==> src/b64d_pkg.sv <==
`timescale 1ns / 1ps

package b64d_pkg;

    localparam int COUNT_BITS_DEFAULT = 16;
    localparam logic [15:0] MAX_BYTES_RESET = 16'hFFFF;

    localparam logic [7:0] CH_UPPER_A = 8'd65;
    localparam logic [7:0] CH_UPPER_Z = 8'd90;
    localparam logic [7:0] CH_LOWER_A = 8'd97;
    localparam logic [7:0] CH_LOWER_Z = 8'd122;
    localparam logic [7:0] CH_DIGIT_0 = 8'd48;
    localparam logic [7:0] CH_DIGIT_9 = 8'd57;
    localparam logic [7:0] CH_PLUS    = 8'd43;
    localparam logic [7:0] CH_SLASH   = 8'd47;
    localparam logic [7:0] CH_PAD     = 8'd61;

    localparam logic [7:0] LOWER_OFFSET = 8'd71;
    localparam logic [7:0] DIGIT_OFFSET = 8'd4;
    localparam logic [5:0] SEXTET_PLUS  = 6'd62;
    localparam logic [5:0] SEXTET_SLASH = 6'd63;

    localparam logic [1:0] BYTES_PER_GROUP = 2'd3;
    localparam logic [1:0] LAST_GROUP_POS  = 2'd3;

    // decoded results of one character: up to three bytes of one group
    typedef struct packed {
        logic [23:0] word;
        logic [1:0]  nbyte;
        logic [1:0]  nres;
        logic        bad_char;
        logic        bad_len;
    } t_batch;

    // {valid, sextet}
    function automatic logic [6:0] f_sextet(input logic [7:0] ch);
        logic [6:0] r;
        r = '0;
        unique case (ch) inside
            [CH_UPPER_A:CH_UPPER_Z]: r = {1'b1, 6'(ch - CH_UPPER_A)};
            [CH_LOWER_A:CH_LOWER_Z]: r = {1'b1, 6'(ch - LOWER_OFFSET)};
            [CH_DIGIT_0:CH_DIGIT_9]: r = {1'b1, 6'(ch + DIGIT_OFFSET)};
            CH_PLUS:                 r = {1'b1, SEXTET_PLUS};
            CH_SLASH:                r = {1'b1, SEXTET_SLASH};
            CH_PAD:                  r = {1'b1, 6'd0};
            default:                 r = '0;
        endcase
        return r;
    endfunction

endpackage

==> src/base64_stream_decoder.sv <==
`timescale 1ns / 1ps
// Path: a character accepted into the input register is decoded into the result
// register once that register is free; its first result is presented from there.
// Throughput: one character per cycle while i_stall is low; a group with several
// results holds the input until its last is taken, draining one result per unstalled cycle.
// Reset (synchronous, active low): clears group state, counters, results; max_bytes=65535.

module base64_stream_decoder #(
    parameter int COUNT_BITS = b64d_pkg::COUNT_BITS_DEFAULT
) (
    input  logic        i_clk,
    input  logic        i_rst_n,
    input  logic        i_valid,
    output logic        o_stall,
    input  logic [7:0]  i_char_code,
    input  logic        i_end_of_string,
    input  logic        i_max_bytes_we,
    input  logic [15:0] i_max_bytes_wdata,
    output logic        o_valid,
    input  logic        i_stall,
    output logic [7:0]  o_data_byte,
    output logic        o_byte_valid,
    output logic        o_last_of_run,
    output logic        o_bad_char,
    output logic        o_bad_length,
    output logic [15:0] o_bytes_written
);

    logic        r_in_valid;
    logic [7:0]  r_in_char;
    logic        r_in_eos;
    logic [15:0] r_max_bytes;

    logic                  take;
    logic                  fire;
    logic                  load;
    b64d_pkg::t_batch      batch;
    logic [COUNT_BITS-1:0] base;

    assign fire    = r_in_valid && take;
    assign o_stall = r_in_valid && !take;

    always_ff @(posedge i_clk) begin
        if (!i_rst_n) begin
            r_in_valid  <= 1'b0;
            r_max_bytes <= b64d_pkg::MAX_BYTES_RESET;
        end else begin
            if (!o_stall) begin
                r_in_valid <= i_valid;
            end
            if (i_max_bytes_we) begin
                r_max_bytes <= i_max_bytes_wdata;
            end
        end
    end

    always_ff @(posedge i_clk) begin
        if (!o_stall && i_valid) begin
            r_in_char <= i_char_code;
            r_in_eos  <= i_end_of_string;
        end
    end

    b64d_group #(
        .COUNT_BITS (COUNT_BITS)
    ) u_group (
        .i_clk           (i_clk),
        .i_rst_n         (i_rst_n),
        .i_fire          (fire),
        .i_char_code     (r_in_char),
        .i_end_of_string (r_in_eos),
        .i_max_bytes     (r_max_bytes),
        .o_load          (load),
        .o_batch         (batch),
        .o_base          (base)
    );

    b64d_out #(
        .COUNT_BITS (COUNT_BITS)
    ) u_out (
        .i_clk           (i_clk),
        .i_rst_n         (i_rst_n),
        .i_load          (load),
        .i_batch         (batch),
        .i_base          (base),
        .i_stall         (i_stall),
        .o_take          (take),
        .o_valid         (o_valid),
        .o_data_byte     (o_data_byte),
        .o_byte_valid    (o_byte_valid),
        .o_last_of_run   (o_last_of_run),
        .o_bad_char      (o_bad_char),
        .o_bad_length    (o_bad_length),
        .o_bytes_written (o_bytes_written)
    );

endmodule

==> src/b64d_group.sv <==
`timescale 1ns / 1ps

module b64d_group #(
    parameter int COUNT_BITS = b64d_pkg::COUNT_BITS_DEFAULT
) (
    input  logic                   i_clk,
    input  logic                   i_rst_n,
    input  logic                   i_fire,
    input  logic [7:0]             i_char_code,
    input  logic                   i_end_of_string,
    input  logic [15:0]            i_max_bytes,
    output logic                   o_load,
    output b64d_pkg::t_batch       o_batch,
    output logic [COUNT_BITS-1:0]  o_base
);

    localparam logic [31:0] CountMask = 32'((64'd1 << COUNT_BITS) - 64'd1);

    logic [17:0]           r_bits,  n_bits;
    logic [1:0]            r_pos,   n_pos;
    logic [2:0]            r_pad,   n_pad;
    logic [COUNT_BITS-1:0] r_total, n_total;
    logic                  r_bcs,   n_bcs;

    logic [6:0]  sx;
    logic        is_pad;
    logic [2:0]  pad_n;
    logic        full;
    logic [1:0]  cnt;
    logic [31:0] lim32;
    logic [31:0] tot32;
    logic [31:0] avail32;
    logic [1:0]  nb;
    logic        bc;

    always_comb begin
        sx      = b64d_pkg::f_sextet(i_char_code);
        is_pad  = (i_char_code == b64d_pkg::CH_PAD);
        pad_n   = r_pad + 3'(is_pad);
        full    = (r_pos == b64d_pkg::LAST_GROUP_POS);
        cnt     = (pad_n <= 3'(b64d_pkg::BYTES_PER_GROUP)) ?
                  2'(3'(b64d_pkg::BYTES_PER_GROUP) - pad_n) : 2'd0;
        lim32   = (32'(i_max_bytes) < CountMask) ? 32'(i_max_bytes) : CountMask;
        tot32   = 32'(r_total);
        avail32 = (tot32 >= lim32) ? 32'd0 : (lim32 - tot32);
        if (!full) begin
            nb = 2'd0;
        end else if (avail32 >= 32'(cnt)) begin
            nb = cnt;
        end else begin
            nb = avail32[1:0];
        end
        bc = r_bcs | ~sx[6];

        o_batch.word     = {r_bits, sx[5:0]};
        o_batch.nbyte    = nb;
        o_batch.nres     = (nb != 2'd0) ? nb : (i_end_of_string ? 2'd1 : 2'd0);
        o_batch.bad_char = bc;
        o_batch.bad_len  = i_end_of_string && !full;
        o_base           = r_total;
        o_load           = i_fire && (o_batch.nres != 2'd0);
    end

    always_comb begin
        n_bits  = r_bits;
        n_pos   = r_pos;
        n_pad   = r_pad;
        n_total = r_total;
        n_bcs   = r_bcs;
        if (i_fire) begin
            if (i_end_of_string) begin
                n_bits  = '0;
                n_pos   = '0;
                n_pad   = '0;
                n_total = '0;
                n_bcs   = 1'b0;
            end else if (full) begin
                n_bits  = '0;
                n_pos   = '0;
                n_pad   = '0;
                n_total = r_total + COUNT_BITS'(nb);
                n_bcs   = bc;
            end else begin
                n_bits  = {r_bits[11:0], sx[5:0]};
                n_pos   = r_pos + 2'd1;
                n_pad   = pad_n;
                n_bcs   = bc;
            end
        end
    end

    always_ff @(posedge i_clk) begin
        if (!i_rst_n) begin
            r_bits  <= '0;
            r_pos   <= '0;
            r_pad   <= '0;
            r_total <= '0;
            r_bcs   <= 1'b0;
        end else begin
            r_bits  <= n_bits;
            r_pos   <= n_pos;
            r_pad   <= n_pad;
            r_total <= n_total;
            r_bcs   <= n_bcs;
        end
    end

    // pads are counted only among the characters held in the group
    a_pad_le_pos: assert property (@(posedge i_clk) disable iff (!i_rst_n)
        r_pad <= {1'b0, r_pos})
        else $error("pad count exceeds group position");

endmodule

==> src/b64d_out.sv <==
`timescale 1ns / 1ps

module b64d_out #(
    parameter int COUNT_BITS = b64d_pkg::COUNT_BITS_DEFAULT
) (
    input  logic                   i_clk,
    input  logic                   i_rst_n,
    input  logic                   i_load,
    input  b64d_pkg::t_batch       i_batch,
    input  logic [COUNT_BITS-1:0]  i_base,
    input  logic                   i_stall,
    output logic                   o_take,
    output logic                   o_valid,
    output logic [7:0]             o_data_byte,
    output logic                   o_byte_valid,
    output logic                   o_last_of_run,
    output logic                   o_bad_char,
    output logic                   o_bad_length,
    output logic [15:0]            o_bytes_written
);

    b64d_pkg::t_batch       r_batch;
    logic [COUNT_BITS-1:0]  r_base;
    logic [1:0]             r_pos,  n_pos;
    logic [1:0]             r_left, n_left;

    logic                  pop;
    logic [7:0]            sel_byte;
    logic [COUNT_BITS-1:0] written;
    logic [31:0]           written32;

    always_comb begin
        o_valid       = (r_left != 2'd0);
        o_last_of_run = (r_left == 2'd1);
        pop           = o_valid && !i_stall;
        o_take        = !o_valid || (o_last_of_run && !i_stall);
        o_byte_valid  = o_valid && (r_pos < r_batch.nbyte);
        case (r_pos)
            2'd0:    sel_byte = r_batch.word[23:16];
            2'd1:    sel_byte = r_batch.word[15:8];
            default: sel_byte = r_batch.word[7:0];
        endcase
        o_data_byte     = o_byte_valid ? sel_byte : 8'd0;
        o_bad_char      = r_batch.bad_char;
        o_bad_length    = r_batch.bad_len && o_last_of_run;
        written         = r_base + (o_byte_valid ? COUNT_BITS'(r_pos) + COUNT_BITS'(1)
                                                 : COUNT_BITS'(0));
        written32       = 32'(written);
        o_bytes_written = written32[15:0];
    end

    always_comb begin
        n_pos  = r_pos;
        n_left = r_left;
        if (i_load) begin
            n_pos  = 2'd0;
            n_left = i_batch.nres;
        end else if (pop) begin
            n_pos  = r_pos + 2'd1;
            n_left = r_left - 2'd1;
        end
    end

    always_ff @(posedge i_clk) begin
        if (!i_rst_n) begin
            r_pos  <= '0;
            r_left <= '0;
        end else begin
            r_pos  <= n_pos;
            r_left <= n_left;
        end
    end

    always_ff @(posedge i_clk) begin
        if (i_load) begin
            r_batch <= i_batch;
            r_base  <= i_base;
        end
    end

    a_load_when_free: assert property (@(posedge i_clk) disable iff (!i_rst_n)
        i_load |-> (!o_valid || (o_last_of_run && !i_stall)))
        else $error("batch loaded over pending results");

    a_status_is_last: assert property (@(posedge i_clk) disable iff (!i_rst_n)
        (o_valid && !o_byte_valid) |-> o_last_of_run)
        else $error("status-only result not last of run");

    a_badlen_on_last: assert property (@(posedge i_clk) disable iff (!i_rst_n)
        o_bad_length |-> (o_valid && o_last_of_run))
        else $error("bad length outside last result");

endmodule

==> config.mk <==
export PLATFORM = sky130hd
export DESIGN_NAME = base64_stream_decoder
export DESIGN_NICKNAME = d
export VERILOG_FILES = /design/src/b64d_pkg.sv /design/src/base64_stream_decoder.sv /design/src/b64d_group.sv /design/src/b64d_out.sv
export SDC_FILE = /design/constraint.sdc
export NUM_CORES = 1
export LEC_CHECK = 0
export BUFFER_PORTS_ARGS = -buffer_cell sky130_fd_sc_hd__clkbuf_2
export CAP_MARGIN = 20
export CORE_MARGIN = 4
export CORE_UTILIZATION = 35
export DETAILED_ROUTE_END_ITERATION = 7
export GPL_ROUTABILITY_DRIVEN = 0
export MAX_ROUTING_LAYER = met4
export RECOVER_POWER = 50
export SYNTH_ARGS = -nofsm -noshare
export SYNTH_HDL_FRONTEND = slang
export SYNTH_SLANG_ARGS = --single-unit
==> constraint.sdc <==
create_clock -name i_clk -period 8.6 [get_ports i_clk]
set_clock_uncertainty 0.05 [all_clocks]
set_input_delay 1.72 -clock i_clk [delete_from_list [all_inputs] [get_ports i_clk]]
set_output_delay 1.72 -clock i_clk [all_outputs]
set_load 0.02 [all_outputs]
==> results.md <==
- Outcome: finished with violations
- Violated checks: capacitance limit, slew limit
- Non-Filler Instances: 1005
- Most used DFF post-synth: dfxtp_1
- Total power: 1.61 mW
- Finished Cell Area: 0.00767 mm²
- # DRC: 0
- Final-layout fill cell count: 1823
- Gate power share: 0.179
- Net Sw Power: 0.474 mW
- CP startpoint kind: flip-flop
- Post-synth EDFFs: 53
- FF/Latch Area: 0.00281 mm²
- Post-Synth Simple-Gate Area: 0.196
- Global Route Usage Sum: 0.148
- Vias in the first global route: 5009
- WL/cell: 14.7 µm
- Max Cap Violations: 1
- GRT overflow: 0
- Synth cell types: 70
- Clock tree root buffer cell: clkbuf_16
- DRT Pass-1 Iters: 5
- R2R Path Start: u_group.o_base[1]
- Setup violators final: 0
- Slew headroom: -0.300
- Largest net degree at the start of global routing: 49
- Crit path kind: reg2reg
- DIE AREA: 0.0213 mm²
- Xor/xnor cell area share of the yosys netlist: 0.0329
- Clock-pin slew on the worst setup and hold paths: 0.06 ns
- DP Wirelength: 10.9 mm
- Arrival @ worst endpoint: 6.82 ns
- DP Area: 0.00705 mm²
- Die extent in y: 146 µm
- Post-synthesis mux area share: 0.0472
- Max Fclk: 0.153 GHz
- Largest family of logic cells by synthesized area: simple AND/OR/NAND/NOR gates
- Seq pwr share: 0.387
- Synth warn: 0
- Area leader, netlist: edfxtp_1
- Min-delay src: u_group.r_bits[16]
- Worst Slack Setup Final: 2.08 ns
- Max-slew violation count: 49
- Boundary Pins: 60
- Longest Clk Path Bufs: 2
- Buffers on Ports: 59
- FFs w/ async S/R, synth: 0
- First-pass GRT wire length: 25.0 mm
- Detail Route Antenna Nets: 0
- Crit-path max FO: 13
- Worst-case vdd ir drop: 0.000148 V
- Final Cycle Share: 0.758
- Post-synthesis sequential area ratio: 0.423
- Compound-Gate Fraction of Synth Area: 0.159
- Synthesis-to-finish area growth: 15.3%
- Nets: 830
- Cell Pwr Density: 210 mW/mm²
- Initial cell density of the core: 0.356
- CP Data Required Time: 8.90 ns
- Syn_area_per_cell: 9.16 µm²
- Initial antenna violation count: 0
- Final Util: 0.410
- CTS-repair resized insts: 0
- Die X: 146 µm
- Minimum clock period: 6.52 ns
- Number of cells after detailed placement: 972
- Inserted Diodes: 0
- H-Tree Depth: 4
- Num CTS Buffers: 17
- Gate Count Post-Synth: 726
- Share of cells above drive strength 1: 0.137
- DR vias: 5149
- Postcts setup bufs: 0
- Pint: 1.14 mW
- Synth top area share: 0.239
- Core area: 0.0187 mm²
- CTS tree: built
- Actual transition at the worst max-transition pin: 1.95 ns
- Post-cts hold buffer count: 0
- Final hold viol count: 0
- Fin Setup TNS: 0 ns
- Multi-input gate area: 0.00345 mm²
- Vias per cell: 5.12
- Leak Pwr: 2.93 nW
- Number of synthesized register bits: 114
- WHS: 0.379 ns
- Mapped Nets: 798
- RSZ-0062 raised after global routing: false
- Setup slack at placement: 2.09 ns
- Synth Area in Adders: 0.0835
- Latest clock arrival within the worst-skew pair: 0.42 ns
- DRT iter0 DRCs: 259
- Clock power share: 0.433
- Main area contributors after synthesis: edfxtp_1 24%, dfxtp_1 18%, ha_1 7.1%
- Row count: 50
- Sw Ratio: 0.294
- Clk sinks: 114
- Worst setup EP type: flip-flop
- Total Wirelength: 14.7 mm
- Crit. Startpoint: u_group.o_base[1]
- Hold Crit Class: reg2reg
- Cell Area, Synth: 0.00665 mm²
## placed cells by master (no fill, tap or decap), types with 17 or more instances in the layout
cell       instances
nand2_1           98
dfxtp_1           61
clkbuf_2          54
edfxtp_1          53
inv_1             48
ha_1              38
nor2_1            32
a21oi_1           31
nand3_1           31
mux2i_1           30
nor2b_1           28
a22oi_1           28
nor3_1            17
xnor2_1           17
clkbuf_16         17
## state kept, by name, summed over array words and instances, names as in the netlist, 2 cells and up
signal	flops
r_max_bytes	16
u_group.o_base	16
u_group.r_bits	18
r_in_char	8
u_out.r_base	16
u_group.r_pos	2
u_out.r_left	2
u_out.r_pos	2
u_group.r_pad	3
u_out.r_batch	27
## cell families after synthesis
logic type      Yosys count
compound gates          152
xor+xnor                 25
fa+ha+maj                42
buf+inv                  98
flops                   114
mux                      31
simple gates            264
## synth_stat cells (13+ instances only)
library cell,instances
edfxtp_1,53
nor2_1,32
nand2_1,98
ha_1,38
mux2i_1,30
nand2b_1,13
o21ai_0,15
dfxtp_1,61
inv_1,48
nor2b_1,28
a21oi_1,31
nor3_1,18
nand3_1,31
clkbuf_1,38
a22oi_1,28
xnor2_1,17
## layout make-up
cell class                 instances  area share
multi-input combinational        514       0.451
sequential                       114       0.367
clock buffer                      17      0.0555
timing repair buffer              61      0.0423
tap                              234      0.0382
inverter                          50      0.0245
clock inverter                    15      0.0220
## path summary, 6_finish.rpt
path / endpoint / slack [ns] / cells after the start
worst max register to register: u_group.o_base[10] / 2.08 / 24
worst max-delay path: u_group.o_base[10] / 2.08 / 24
worst min-delay path: u_out.r_batch[28] / 0.38 / 0
worst min register to register: u_out.r_batch[28] / 0.38 / 0
## worst max-delay path: stages (launching register included)
cell,delay (ns)
dfxtp_1,0.67
inv_1,0.19
ha_1,0.34
nand2b_1,0.12
a21oi_1,0.10
o311a_1,0.32
or2_2,0.31
a21o_1,0.18
a21oi_1,0.13
nor2_1,0.05
o21ai_0,0.15
nand2b_1,0.09
fa_1,0.44
nand4b_1,0.18
or3_1,0.35
or4_4,0.44
or3_4,0.39
mux2i_2,0.31
and2_1,0.19
ha_1,0.24
ha_1,0.29
inv_1,0.10
or4_1,0.50
o31ai_1,0.10
mux2i_1,0.21
## layer usage
metal	vias up	global-route usage	wire length (µm)
li1	2653	-	-
met1	2373	0.198	7300
met2	100	0.219	6580
met3	23	0.0327	583
met4	0	0.0551	259
met5	-	-	0
## power groups by stage
stage	clock network (mW)	logic [mW]	registers (mW)
detailed placement	0	0.287	0.636
global placement	0	0.286	0.636
CTS	0.713	0.288	0.625
finish	0.699	0.289	0.625
floorplan	0	0.212	0.628
global route	0.738	0.324	0.629
Power figures use the tool's default switching activity.
